<file path="config.mk">
export PLATFORM = sky130hd
export DESIGN_NAME = deque_with_linear_search_top
export DESIGN_NICKNAME = d
export VERILOG_FILES = /design/src/rtl/deq_pkg.sv /design/src/rtl/deq_with_linear_search_top.sv /design/src/rtl/deq_ram.sv /design/src/rtl/deq_engine.sv
export SDC_FILE = /design/constraint.sdc
export NUM_CORES = 2
export LEC_CHECK = 0
export ABC_CLOCK_PERIOD_IN_PS = 11000
export BUFFER_PORTS_ARGS = -buffer_cell sky130_fd_sc_hd__buf_2
export CAP_MARGIN = 0
export CELL_PAD_IN_SITES_DETAIL_PLACEMENT = 1
export CELL_PAD_IN_SITES_GLOBAL_PLACEMENT = 2
export CORE_ASPECT_RATIO = 0.5
export CORE_MARGIN = 2
export CORE_UTILIZATION = 55
export DETAILED_ROUTE_END_ITERATION = 7
export PLACE_DENSITY = 0.89
export SLEW_MARGIN = 10
export SYNTH_ARGS = -nofsm -noshare
export SYNTH_HDL_FRONTEND = slang
export SYNTH_HIERARCHICAL = 1
export SYNTH_SLANG_ARGS = --single-unit
</file>
<file path="constraint.sdc">
create_clock -name clk -period 11 [get_ports clk]
set_clock_uncertainty 0.05 [all_clocks]
set_input_delay 0.55 -clock clk [delete_from_list [all_inputs] [get_ports clk]]
set_output_delay 0.55 -clock clk [all_outputs]
set_load 0.005 [all_outputs]
</file>
<file path="src/rtl/deq_pkg.sv">
// ----------------------------------------------------------------------------
// deq_pkg: shared types and codes for the double-ended queue
// Command and status codes, the stored entry word and the result word.
// ----------------------------------------------------------------------------
package deq_pkg;

	localparam int DEPTH_DEF = 64;
	localparam int KEY_W     = 32;
	localparam int LET_W     = 8;
	localparam int CMD_W     = 3;
	localparam int ST_W      = 2;
	localparam int ENTRY_W   = KEY_W + LET_W;

	// command codes
	localparam logic [CMD_W-1:0] CMD_PUSH_FRONT = 3'd0;
	localparam logic [CMD_W-1:0] CMD_PUSH_BACK  = 3'd1;
	localparam logic [CMD_W-1:0] CMD_POP_FRONT  = 3'd2;
	localparam logic [CMD_W-1:0] CMD_POP_BACK   = 3'd3;
	localparam logic [CMD_W-1:0] CMD_FIND_KEY   = 3'd4;
	localparam logic [CMD_W-1:0] CMD_FIND_LET   = 3'd5;

	// status codes
	localparam logic [ST_W-1:0] ST_OK       = 2'd0;
	localparam logic [ST_W-1:0] ST_EMPTY    = 2'd1;
	localparam logic [ST_W-1:0] ST_FULL     = 2'd2;
	localparam logic [ST_W-1:0] ST_NOTFOUND = 2'd3;

	typedef struct packed {
		logic [KEY_W-1:0] key;
		logic [LET_W-1:0] letter;
	} entry_t;

	typedef struct packed {
		logic [ST_W-1:0] status;
		entry_t          entry;
	} res_t;

endpackage

</file>
<file path="src/rtl/deq_with_linear_search_top.sv">
// ----------------------------------------------------------------------------
// deque_with_linear_search_top: bounded double-ended queue with search
// Commands are taken only in the idle state, one at a time: a push goes from
// idle to done, a pop through a pop state and a search through a scan state.
// The result word then passes through the output register;
// the search walk reads the entry memory one word per cycle.
// Reset: arst_n empties the queue (front and count to zero) at once; memory
// contents are not cleared and need no sweep.
// ----------------------------------------------------------------------------
module deque_with_linear_search_top import deq_pkg::*; #(
	parameter int DEPTH = DEPTH_DEF,
	localparam int IW = $clog2(DEPTH),
	localparam int CW = $clog2(DEPTH + 1)
) (
	input  logic                    clk,
	input  logic                    arst_n,
	input  logic                    in_valid,
	output logic                    in_ready,
	input  logic [CMD_W-1:0]        cmd,
	input  logic signed [KEY_W-1:0] key,
	input  logic [LET_W-1:0]        letter,
	output logic                    out_valid,
	input  logic                    out_ready,
	output logic [ST_W-1:0]         status,
	output logic signed [KEY_W-1:0] out_key,
	output logic [LET_W-1:0]        out_letter,
	output logic [IW-1:0]           position,
	output logic [CW-1:0]           occupancy
);

	logic          res_valid;
	logic          res_ready;
	res_t          res;
	logic [IW-1:0] res_pos;
	logic [CW-1:0] res_occ;
	logic          out_valid_q;
	res_t          out_res_q;
	logic [IW-1:0] out_pos_q;
	logic [CW-1:0] out_occ_q;

	deq_engine #(
		.DEPTH (DEPTH)
	) u_engine (
		.clk       (clk),
		.arst_n    (arst_n),
		.in_valid  (in_valid),
		.in_ready  (in_ready),
		.cmd       (cmd),
		.key       (key),
		.letter    (letter),
		.res_valid (res_valid),
		.res_ready (res_ready),
		.res       (res),
		.res_pos   (res_pos),
		.res_occ   (res_occ)
	);

	// load the output register whenever it is empty or being drained
	assign res_ready = res_valid && (!out_valid_q || out_ready);

	always_ff @(posedge clk or negedge arst_n) begin
		if (!arst_n) begin
			out_valid_q <= 1'b0;
		end else if (res_ready) begin
			out_valid_q <= 1'b1;
		end else if (out_ready) begin
			out_valid_q <= 1'b0;
		end
	end

	// hold the output word
	always_ff @(posedge clk) begin
		if (res_ready) begin
			out_res_q <= res;
			out_pos_q <= res_pos;
			out_occ_q <= res_occ;
		end
	end

	assign out_valid  = out_valid_q;
	assign status     = out_res_q.status;
	assign out_key    = out_res_q.entry.key;
	assign out_letter = out_res_q.entry.letter;
	assign position   = out_pos_q;
	assign occupancy  = out_occ_q;

	a_occ_bound: assert property (@(posedge clk) disable iff (!arst_n)
		out_valid |-> (occupancy <= CW'(DEPTH)))
		else $error("occupancy above depth");

	a_full_occ: assert property (@(posedge clk) disable iff (!arst_n)
		(out_valid && (status == ST_FULL)) |-> (occupancy == CW'(DEPTH)))
		else $error("full reported below depth");

	a_empty_occ: assert property (@(posedge clk) disable iff (!arst_n)
		(out_valid && (status == ST_EMPTY)) |-> (occupancy == '0))
		else $error("empty reported with entries held");

	a_miss_zero: assert property (@(posedge clk) disable iff (!arst_n)
		(out_valid && (status == ST_NOTFOUND || status == ST_EMPTY))
		|-> (out_key == '0 && out_letter == '0 && position == '0))
		else $error("miss word carries nonzero payload");

endmodule

</file>
<file path="src/rtl/deq_ram.sv">
// ----------------------------------------------------------------------------
// deq_ram: generic simple dual-port RAM
// One write port, one read port, read data registered.
// ----------------------------------------------------------------------------
module deq_ram #(
	parameter int WIDTH = 8,
	parameter int DEPTH = 64,
	localparam int AW = $clog2(DEPTH)
) (
	input  logic             clk,
	input  logic             we,
	input  logic [AW-1:0]    waddr,
	input  logic [WIDTH-1:0] wdata,
	input  logic [AW-1:0]    raddr,
	output logic [WIDTH-1:0] rdata
);

	logic [WIDTH-1:0] mem [DEPTH];

	// write port
	always_ff @(posedge clk) begin
		if (we) begin
			mem[waddr] <= wdata;
		end
	end

	// registered read port
	always_ff @(posedge clk) begin
		rdata <= mem[raddr];
	end

endmodule

</file>
<file path="src/rtl/deq_engine.sv">
// ----------------------------------------------------------------------------
// deq_engine: command sequencer around the entry memory
// Keeps front pointer and count, writes pushes, reads pops, and walks the
// memory one entry per cycle for a search, comparing the returned word.
// ----------------------------------------------------------------------------
module deq_engine import deq_pkg::*; #(
	parameter int DEPTH = DEPTH_DEF,
	localparam int IW = $clog2(DEPTH),
	localparam int CW = $clog2(DEPTH + 1)
) (
	input  logic             clk,
	input  logic             arst_n,
	input  logic             in_valid,
	output logic             in_ready,
	input  logic [CMD_W-1:0] cmd,
	input  logic [KEY_W-1:0] key,
	input  logic [LET_W-1:0] letter,
	output logic             res_valid,
	input  logic             res_ready,
	output res_t             res,
	output logic [IW-1:0]    res_pos,
	output logic [CW-1:0]    res_occ
);

	localparam logic [1:0] S_IDLE = 2'd0;
	localparam logic [1:0] S_POP  = 2'd1;
	localparam logic [1:0] S_SCAN = 2'd2;
	localparam logic [1:0] S_DONE = 2'd3;

	localparam logic [IW:0]   DEPTH_X = (IW + 1)'(DEPTH);
	localparam logic [IW-1:0] LAST_IX = IW'(DEPTH - 1);

	logic [1:0]       state_q;
	logic [IW-1:0]    front_q;
	logic [CW-1:0]    count_q;
	logic [IW-1:0]    rd_slot_q;
	logic [IW-1:0]    idx_s1;
	logic             last_s1;
	logic             by_key_q;
	logic [KEY_W-1:0] key_q;
	logic [LET_W-1:0] letter_q;
	res_t             res_q;
	logic [IW-1:0]    pos_q;

	logic             accept;
	logic             full;
	logic             empty;
	logic [IW:0]      count_x;
	logic [IW-1:0]    back_slot;
	logic [IW-1:0]    last_slot;
	logic [IW-1:0]    front_dec;
	logic [IW-1:0]    front_inc;
	logic [IW-1:0]    rd_inc;
	logic             match;
	logic             we;
	logic [IW-1:0]    waddr;
	logic [IW-1:0]    raddr;
	entry_t           wdata;
	entry_t           rdata;

	// fold a sum below twice the depth back into the ring
	function automatic logic [IW-1:0] wrap_idx(input logic [IW:0] s);
		logic [IW:0] t;
		t = (s >= DEPTH_X) ? (s - DEPTH_X) : s;
		return t[IW-1:0];
	endfunction

	assign accept    = in_valid && (state_q == S_IDLE);
	assign in_ready  = (state_q == S_IDLE);
	assign full      = (count_q == CW'(DEPTH));
	assign empty     = (count_q == '0);
	assign count_x   = (IW + 1)'(count_q);
	assign back_slot = wrap_idx({1'b0, front_q} + count_x);
	assign last_slot = wrap_idx({1'b0, front_q} + count_x - (IW + 1)'(1));
	assign front_dec = (front_q == '0) ? LAST_IX : (front_q - IW'(1));
	assign front_inc = wrap_idx({1'b0, front_q} + (IW + 1)'(1));
	assign rd_inc    = wrap_idx({1'b0, rd_slot_q} + (IW + 1)'(1));
	assign match     = by_key_q ? (rdata.key == key_q) : (rdata.letter == letter_q);

	// drive memory ports; pushes write only in the accept cycle and no command
	// reads in the cycle of a push, so no same-entry overlap needs forwarding
	always_comb begin
		we     = 1'b0;
		waddr  = back_slot;
		raddr  = rd_slot_q;
		wdata  = '{key: key, letter: letter};
		if (accept) begin
			case (cmd)
				CMD_PUSH_FRONT: begin
					we    = !full;
					waddr = front_dec;
				end
				CMD_PUSH_BACK: begin
					we    = !full;
					waddr = back_slot;
				end
				CMD_POP_FRONT: raddr = front_q;
				CMD_POP_BACK:  raddr = last_slot;
				CMD_FIND_KEY,
				CMD_FIND_LET:  raddr = front_q;
				default: ;
			endcase
		end
	end

	deq_ram #(
		.WIDTH (ENTRY_W),
		.DEPTH (DEPTH)
	) u_ram (
		.clk   (clk),
		.we    (we),
		.waddr (waddr),
		.wdata (wdata),
		.raddr (raddr),
		.rdata (rdata)
	);

	// control: state, pointers and occupancy
	always_ff @(posedge clk or negedge arst_n) begin
		if (!arst_n) begin
			state_q <= S_IDLE;
			front_q <= '0;
			count_q <= '0;
		end else begin
			case (state_q)
				S_IDLE: begin
					if (accept) begin
						case (cmd)
							CMD_PUSH_FRONT,
							CMD_PUSH_BACK: begin
								state_q <= S_DONE;
								if (!full) begin
									count_q <= count_q + CW'(1);
									if (cmd == CMD_PUSH_FRONT) begin
										front_q <= front_dec;
									end
								end
							end
							CMD_POP_FRONT,
							CMD_POP_BACK: begin
								if (!empty) begin
									state_q <= S_POP;
									count_q <= count_q - CW'(1);
									if (cmd == CMD_POP_FRONT) begin
										front_q <= front_inc;
									end
								end else begin
									state_q <= S_DONE;
								end
							end
							CMD_FIND_KEY,
							CMD_FIND_LET: begin
								state_q <= empty ? S_DONE : S_SCAN;
							end
							default: state_q <= S_DONE;
						endcase
					end
				end
				S_POP: state_q <= S_DONE;
				S_SCAN: begin
					if (match || last_s1) begin
						state_q <= S_DONE;
					end
				end
				S_DONE: begin
					if (res_ready) begin
						state_q <= S_IDLE;
					end
				end
				default: state_q <= S_IDLE;
			endcase
		end
	end

	// datapath: search operands, scan pointers and the result word
	always_ff @(posedge clk) begin
		case (state_q)
			S_IDLE: begin
				if (accept) begin
					by_key_q    <= (cmd == CMD_FIND_KEY);
					key_q       <= key;
					letter_q    <= letter;
					rd_slot_q   <= front_inc;
					idx_s1      <= '0;
					last_s1     <= (count_q == CW'(1));
					res_q.entry <= '0;
					pos_q       <= '0;
					case (cmd)
						CMD_PUSH_FRONT,
						CMD_PUSH_BACK: res_q.status <= full ? ST_FULL : ST_OK;
						CMD_POP_FRONT,
						CMD_POP_BACK:  res_q.status <= empty ? ST_EMPTY : ST_OK;
						CMD_FIND_KEY,
						CMD_FIND_LET:  res_q.status <= empty ? ST_NOTFOUND : ST_OK;
						default:       res_q.status <= ST_OK;
					endcase
				end
			end
			S_POP: res_q.entry <= rdata;
			S_SCAN: begin
				if (match) begin
					res_q.entry <= rdata;
					pos_q       <= idx_s1;
				end else if (last_s1) begin
					res_q.status <= ST_NOTFOUND;
				end else begin
					// advance the read pointer; the word on rdata is one entry behind it
					rd_slot_q <= rd_inc;
					idx_s1    <= idx_s1 + IW'(1);
					last_s1   <= (((IW + 1)'(idx_s1) + (IW + 1)'(2)) == count_x);
				end
			end
			default: ;
		endcase
	end

	assign res_valid = (state_q == S_DONE);
	assign res       = res_q;
	assign res_pos   = pos_q;
	assign res_occ   = count_q;

endmodule
</file>
* Yosys cells after proc, flatten, opt, wreduce, memory -nomap -nowiden
Memories as Yosys holds them, arrays and structs flattened. A register that Yosys moved wholly into a read port is not among the register bits.
Index checks and enable logic that the tools add are counted.
** Word-level totals
- Flip-flop bits (word level) :: 173
- RAM bits :: 2560
- Input bits :: 47
- Output and inout bits :: 57
- Memories :: 1
** Memory list
- u_engine.u_ram.mem :: words 64, width 40, read ports 1, clocked after memory_dff 1, wr ports 1, RTL line deq_ram.sv:18 : logic [WIDTH-1:0] mem [DEPTH];
** Cells by class
- Add/subtract/negate cells :: 13
- Magnitude comparators :: 4
- Eq/ne operators :: 24
- Multiplexer cells :: 55
- Reductions and logical operators :: 27
** Operator list (count)
- case mux 40 bit (3 select lines) :: 1
- two-way mux 6 bit :: 19
- case mux 6 bit (2 select lines) :: 5
- two-way mux 42 bit :: 1
- two-way mux 40 bit :: 1
- == test 32 bit :: 1
- subtractor 6 x 1 -> 6 bit (second input constant) :: 5
- greater-or-equal comparator 7 bit (second input constant) :: 4
- two-way mux 2 bit :: 8
- adder 6 x 1 -> 7 bit (second input constant) :: 2
- two-way mux 7 bit :: 2
- inequality test 2 x 1 -> 1 bit (second input constant) :: 7
- case mux 7 bit (2 select lines) :: 1
- subtractor 7 x 1 -> 7 bit (second input constant) :: 2
- two-way mux 1 bit :: 12
- AND reduction 3 bit :: 4
- == test 8 bit :: 1
- inequality test 2 bit (second input constant) :: 4
- case mux 2 bit (2 select lines) :: 2
- case mux 2 bit (4 select lines) :: 1
- AND reduction 4 bit :: 2
- adder 6 x 2 -> 7 bit (second input constant) :: 1
- adder 6 x 7 -> 7 bit :: 1
- adder 7 x 1 -> 7 bit (second input constant) :: 1
- 25 further kinds :: 35

* Logic depth before layout (Yosys ltp)
- Depth after elaboration :: 6
- Gate-level depth with buffers :: 18
- Depth with buffers taken out :: 14

* Cells and area by module
The synthesis kept the hierarchy.
** Modules (own cells, without submodules)
- deq_ram :: times used 1, cells each 4195, area an instance 97831.3 um^2, sequential area each 77674.5 um^2
- deq_engine :: times used 1, cells each 536, area an instance 6256.0 um^2, sequential area each 3438.3 um^2
- deque_with_linear_search_top :: times used 1, cells each 59, area an instance 1695.4 um^2, sequential area each 1676.6 um^2

* Least setup slack after synthesis
OpenSTA, ideal clock, no wires.
- Path type :: reg-to-reg
- Start :: reg u_engine.state_q[0]
- End :: mem u_engine/u_ram/mem[49][0] (netlist name), enable pin
- Setup time :: 0.487 ns
- Arrival time :: 5.064 ns
- Setup slack :: 5.399 ns
- Cell stages (with the launch flop) :: 11
- Buffers on the path :: 1
- Period minus slack after synthesis :: 5.601 ns
- Cells stage by stage :: dfrtp_1 > inv_1 > ha_1 > nand2_2 > inv_1 > buf_2 > nand2_1 > a21oi_1 > nor2b_1 > nand4_1 > nor3_1
** Between the ends
- Cells in the longest elaborated chain, start to end :: 5
- Elaborated cells between the ends (all ways) :: 6
- Classes of those cells :: mux: 4; reduce/logical: 2
** RTL lines
- start, declared :: RTL line deq_engine.sv:33 : logic [1:0] state_q;
- start signal, assigned :: RTL line deq_engine.sv:153 : state_q <= empty ? S_DONE : S_SCAN;
- zero test 2 bit
- net in_ready :: RTL line deq_with_linear_search_top.sv:18 : output logic in_ready,
- logical AND 1 bit :: RTL line deq_engine.sv:68 : assign accept = in_valid && (state_q == S_IDLE);
- two-way mux 1 bit :: RTL line deq_engine.sv:87 : if (accept) begin
- net u_engine.we :: RTL line deq_engine.sv:55 : logic we;
- two-way mux 1 bit :: RTL line deq_ram.sv:22 : if (we) begin
- two-way mux 1 bit (implied by the code) :: RTL line deq_ram.sv:23 : mem[waddr] <= wdata;
- end, declared :: RTL line deq_ram.sv:18
The timed path passes the listed nets, and every way through them passes these cells.

* Worst setup path in the final report
- Start :: reg u_engine.front_q[0]
- End :: reg u_engine.u_ram.rdata[6] (read register of u_engine.u_ram.mem)
** Between the ends
- Cells in the longest elaborated chain, start to end :: 6
- Elaborated cells between the ends (all ways) :: 7
- Classes of those cells :: add/sub: 3; order compare: 1; mux: 3
** RTL lines
- start, declared :: RTL line deq_engine.sv:34 : logic [IW-1:0] front_q;
- start signal, assigned :: RTL line deq_engine.sv:135 : front_q <= front_dec;
- start signal, assigned :: RTL line deq_engine.sv:145 : front_q <= front_inc;
- adder 6 x 7 -> 7 bit * :: RTL line deq_engine.sv:74 : assign last_slot = wrap_idx({1'b0, front_q} + count_x - (IW + 1)'(1));
- subtractor 7 x 1 -> 7 bit * :: RTL line deq_engine.sv:74
- subtractor 6 x 1 -> 6 bit or greater-or-equal comparator 7 bit (tied branches) :: RTL line deq_engine.sv:64 : t = (s >= DEPTH_X) ? (s - DEPTH_X) : s;
- two-way mux 6 bit * :: RTL line deq_engine.sv:64
- case mux 6 bit (2 select lines) * :: RTL line deq_engine.sv:88 : case (cmd)
- two-way mux 6 bit * :: RTL line deq_engine.sv:87
- net u_engine.raddr[2] :: RTL line deq_engine.sv:57 : logic [IW-1:0] raddr;
- end, declared :: RTL line deq_ram.sv:15 : output logic [WIDTH-1:0] rdata
Mark *: on every way through the listed nets, which the timed path passes. The rest lies on a longest branch.
A chain may end at the register's enable or synchronous reset.

==> impl_metrics.ini <==
[global_route]
grt_pass1_wl_um = 442200
antenna_found_initial = 5
overflow = 0
grt_pass1_vias = 57290
grt_max_degree = 135
grt_usage_pct = 32.13

[sta]
setup_viol = 0
slew-limit-headroom_pct = -1.746
clock.fmax_mhz = 156.9
finalCritPeriodShare_pct = 57.94
hold_viol = 0
final.setup.tns_ns = 0
rsz0062_at_grt = no
period_needed_ns = 6.373
worst_pin_slew_ns = 1.512
slew_violations = 2

[synth]
syn-num-nets = 4861
synth_commonest_cells = 2717 x edfxtp_1, 608 x mux4_2, 147 x o22ai_1, 120 x mux2i_1, 119 x nor2_1
synthCells = 4790
synth_top_cell_by_area = edfxtp_1
ys_ff_latch = 2773
ys.flop_type = edfxtp_1
yosysMostFrequentCell = edfxtp_1
yosysSeqAreaShare_pct = 78.26
synth-edff-count = 2717
ys_types = 71
yosys-top-cells-area = edfxtp_1 77%, mux4_2 13%, mux2i_1 1.1%
async_flop_share_pct = 0.5770
synthesis.area_um2 = 105800
syn-mean-instance-area_um2 = 22.08
yosys_warnings = 6
synth.top_cell.area_share_pct = 77.13

[worst_setup_path]
cp.required_ns = 11.72
cp.depth = 16
cp-endpoint = u_engine/u_ram/rdata[6]$_DFF_P_
crit_chain = ha_1 -> inv_1 -> fa_1 -> ha_1 -> xor2_1 -> a211oi_1 -> a21oi_1 -> o21ai_4 -> buf_4 -> buf_4 -> buf_12 -> or2_2 -> o22ai_1 -> nor2_1 -> a21oi_1 -> a211oi_1
crit_buf_inv = 4
worstSetupPathType = reg -> reg
critPathSlowestCell = buf_4
crit_family = buffers and inverters
arrival_ns = 7.09
cp-end-kind = flip-flop
cp_max_fo = 134
startpoint_type = flip-flop
cp-startpoint = u_engine/front_q[0]$_DFFE_PN0P_
r2r_start = u_engine/front_q[0]$_DFFE_PN0P_
r2r-end = u_engine/u_ram/rdata[6]$_DFF_P_
r2r_slack_ns = 4.63
cpPeakStageDelay_ns = 0.77
worst_r2r_path_depth = 16

[drt]
wl_per_cell_um = 40.48
ant_nets = 0
viasPerCell = 7.147
routed_wl_um = 312300
drt_iter0_drc = 9047
firstDrtPassIters = 6
via_count = 55130
drc = 0

[placement]
portBuffers = 103
place_congestion = 0.8169
dp_hpwl_um = 154900
dpl_cell_area_um2 = 109700
dp.cells = 7281

[floorplan]
coreArea_um2 = 190400
start_util_pct = 55.54
num_rows = 113
die_w_um = 624.2
die-area_um2 = 196100
io_pins = 104
die_h_um = 314.1

[clock_tree]
clock-sinks = 2773
tritoncts = yes
ctsRootBufferMaster = clkbuf_16
cts_made_buffers = 234
cts_max_level = 4
worst_skew_pair.late_latency_ns = 0.91
cts.reportedPaths.clkPinSlew_ns = 0.07
cts.path.max_buffers = 4
cts_resized = 0
postCtsSetupBuffers = 0
ctsHoldBuffers = 2

[pwr]
switchingPower_mw = 10.32
finalPower_mw = 31.03
leakage_nw = 36.52
internal-power_mw = 20.70
swShare_pct = 33.27
pwr-share-clk_pct = 27.6
combPwrFrac_pct = 31.9
vdd_ir_drop_max_mv = 0.2994
pwr-share-seq_pct = 40.4
powerDensity_nw_per_um2 = 264.1

[final_layout]
regArea_um2 = 82790
fillers = 15280
final_cells = 7714
final_nets = 5061
stdcell_area_um2 = 117500
layout-drive-gt1-share_pct = 25.55
multi_input_area_um2 = 22160
area_delta_synth_final_pct = 11.07

[run_status]
outcome = finished, violations left
failed_checks = capacitance limit, slew limit

[hold_path]
hold_class = in -> reg
min-delay-start = key[12]

[run]
cap_violations = 1
## flip-flops by register name, indices dropped and copies added, names as in the netlist, 2 cells and up
| signal | flops |
|---|---|
| u_engine/rd_slot_q | 6 |
| u_engine/res_pos | 6 |
| u_engine/res | 42 |
| u_engine/u_ram/mem | 2560 |
| status | 2 |
| u_engine/u_ram/rdata | 40 |
| occupancy | 7 |
| u_engine/state_q | 2 |
| u_engine/idx_s1 | 6 |
| u_engine/front_q | 6 |
| out_letter | 8 |
| u_engine/letter_q | 8 |
| u_engine/key_q | 32 |
| u_engine/res_occ | 7 |
| out_key | 32 |
| position | 6 |
## cell usage in the layout, fill, tap and decap left out, types with 24 or more instances in the layout
cell          n
edfxtp_1   2717
clkbuf_1     53
a221oi_1     37
o221ai_1     44
xnor2_1      51
nor2_1       56
nand2_1      37
and2_1       56
mux2_2       41
dfxtp_1      40
clkbuf_8     26
o21ai_0      28
nor2_4       62
nand2b_1     24
o22ai_1     147
buf_2        91
mux2i_1     120
clkinv_2     40
mux4_2      608
clkbuf_16   239
o22a_1       29
nor4_1       35
a21oi_1      92
buf_4       123
clkinv_1     35
## power by group through the flow
| stage | sequential, mW | clock, mW | combinational, mW |
|---|---|---|---|
| 6_report | 12.5 | 8.57 | 9.90 |
| 5_1_grt | 12.6 | 8.94 | 10.2 |
| 4_1_cts | 12.5 | 8.61 | 9.74 |
| 3_5_place_dp | 12.7 | 0 | 9.40 |
| 3_3_place_gp | 12.7 | 0 | 9.01 |
| 2_1_floorplan | 12.5 | 0 | 6.37 |
## worst min-delay path by stage
| stage | slack (ns) | endpoint | depth (start not counted) |
|---|---|---|---|
| final | 0.13 | u_engine/key_q[12]$_DFFE_PP_ | 1 |
| after global routing | 0.12 | u_engine/key_q[12]$_DFFE_PP_ | 1 |
| after CTS | 0.13 | u_engine/res_occ[3]$_DFFE_PN0P_ | 2 |
| after detailed placement | 0.36 | out_letter[5]$_DFFE_PP_ | 0 |
| after global placement | 0.35 | out_key[4]$_DFFE_PP_ | 0 |
| after floorplan | 0.20 | out_valid$_DFFE_PN0P_ | 0 |
## worst register-to-register path: stages (launching register included)
cell and delay, ns:
dfrtp_1 0.62, ha_1 0.26, inv_1 0.06, fa_1 0.50
ha_1 0.26, xor2_1 0.17, a211oi_1 0.25, a21oi_1 0.11
o21ai_4 0.16, buf_4 0.66, buf_4 0.85, buf_12 0.66
or2_2 0.87, o22ai_1 0.21, nor2_1 0.20, a21oi_1 0.11
a211oi_1 0.30
## per-stage QoR
| stage | util, % | hold slack [ns] | worst slack (ns) |
|---|---|---|---|
| after global placement | 57.60 | 0.3508 | 4.640 |
| final | 61.69 | 0.1298 | 4.627 |
| after global routing | 61.69 | 0.1201 | 4.451 |
| after CTS | 61.65 | 0.1285 | 4.711 |
| after detailed placement | 57.62 | 0.3559 | 4.768 |
| after floorplan | - | 0.2044 | 5.399 |
## area by class of cell
type,count,share of cell area (%)
antenna,2,0.004260
tap,2530,2.694
clock buffer,318,5.564
inverter,22,0.07029
clock inverter,110,0.9521
timing repair buffer,228,1.387
multi-input combinational,1731,18.86
sequential,2773,70.47
## layer usage
metal	vias up	wire, µm	GRT usage, %
li1	20610	-	-
met4	6	14880	13.66
met5	-	37	0
met1	28820	107400	44.14
met2	4830	145500	49.77
met3	867	44490	8.150
## logic make-up (layout without fill, tap and decap cells)
logic type / after synthesis / in the layout / share of synthesized area (%)
xor gates and xnor gates: 71 / 71 / 0.5879
and+or+nand+nor: 382 / 382 / 1.882
muxes: 770 / 770 / 14.53
adders and majority gates: 24 / 24 / 0.2910
buffers and inverters: 286 / 678 / 1.347
other: 0 / 2 / 0
DFF: 2773 / 2773 / 78.26
AOI/OAI and AO/OA: 484 / 484 / 3.098
Power figures use the tool's default switching activity.
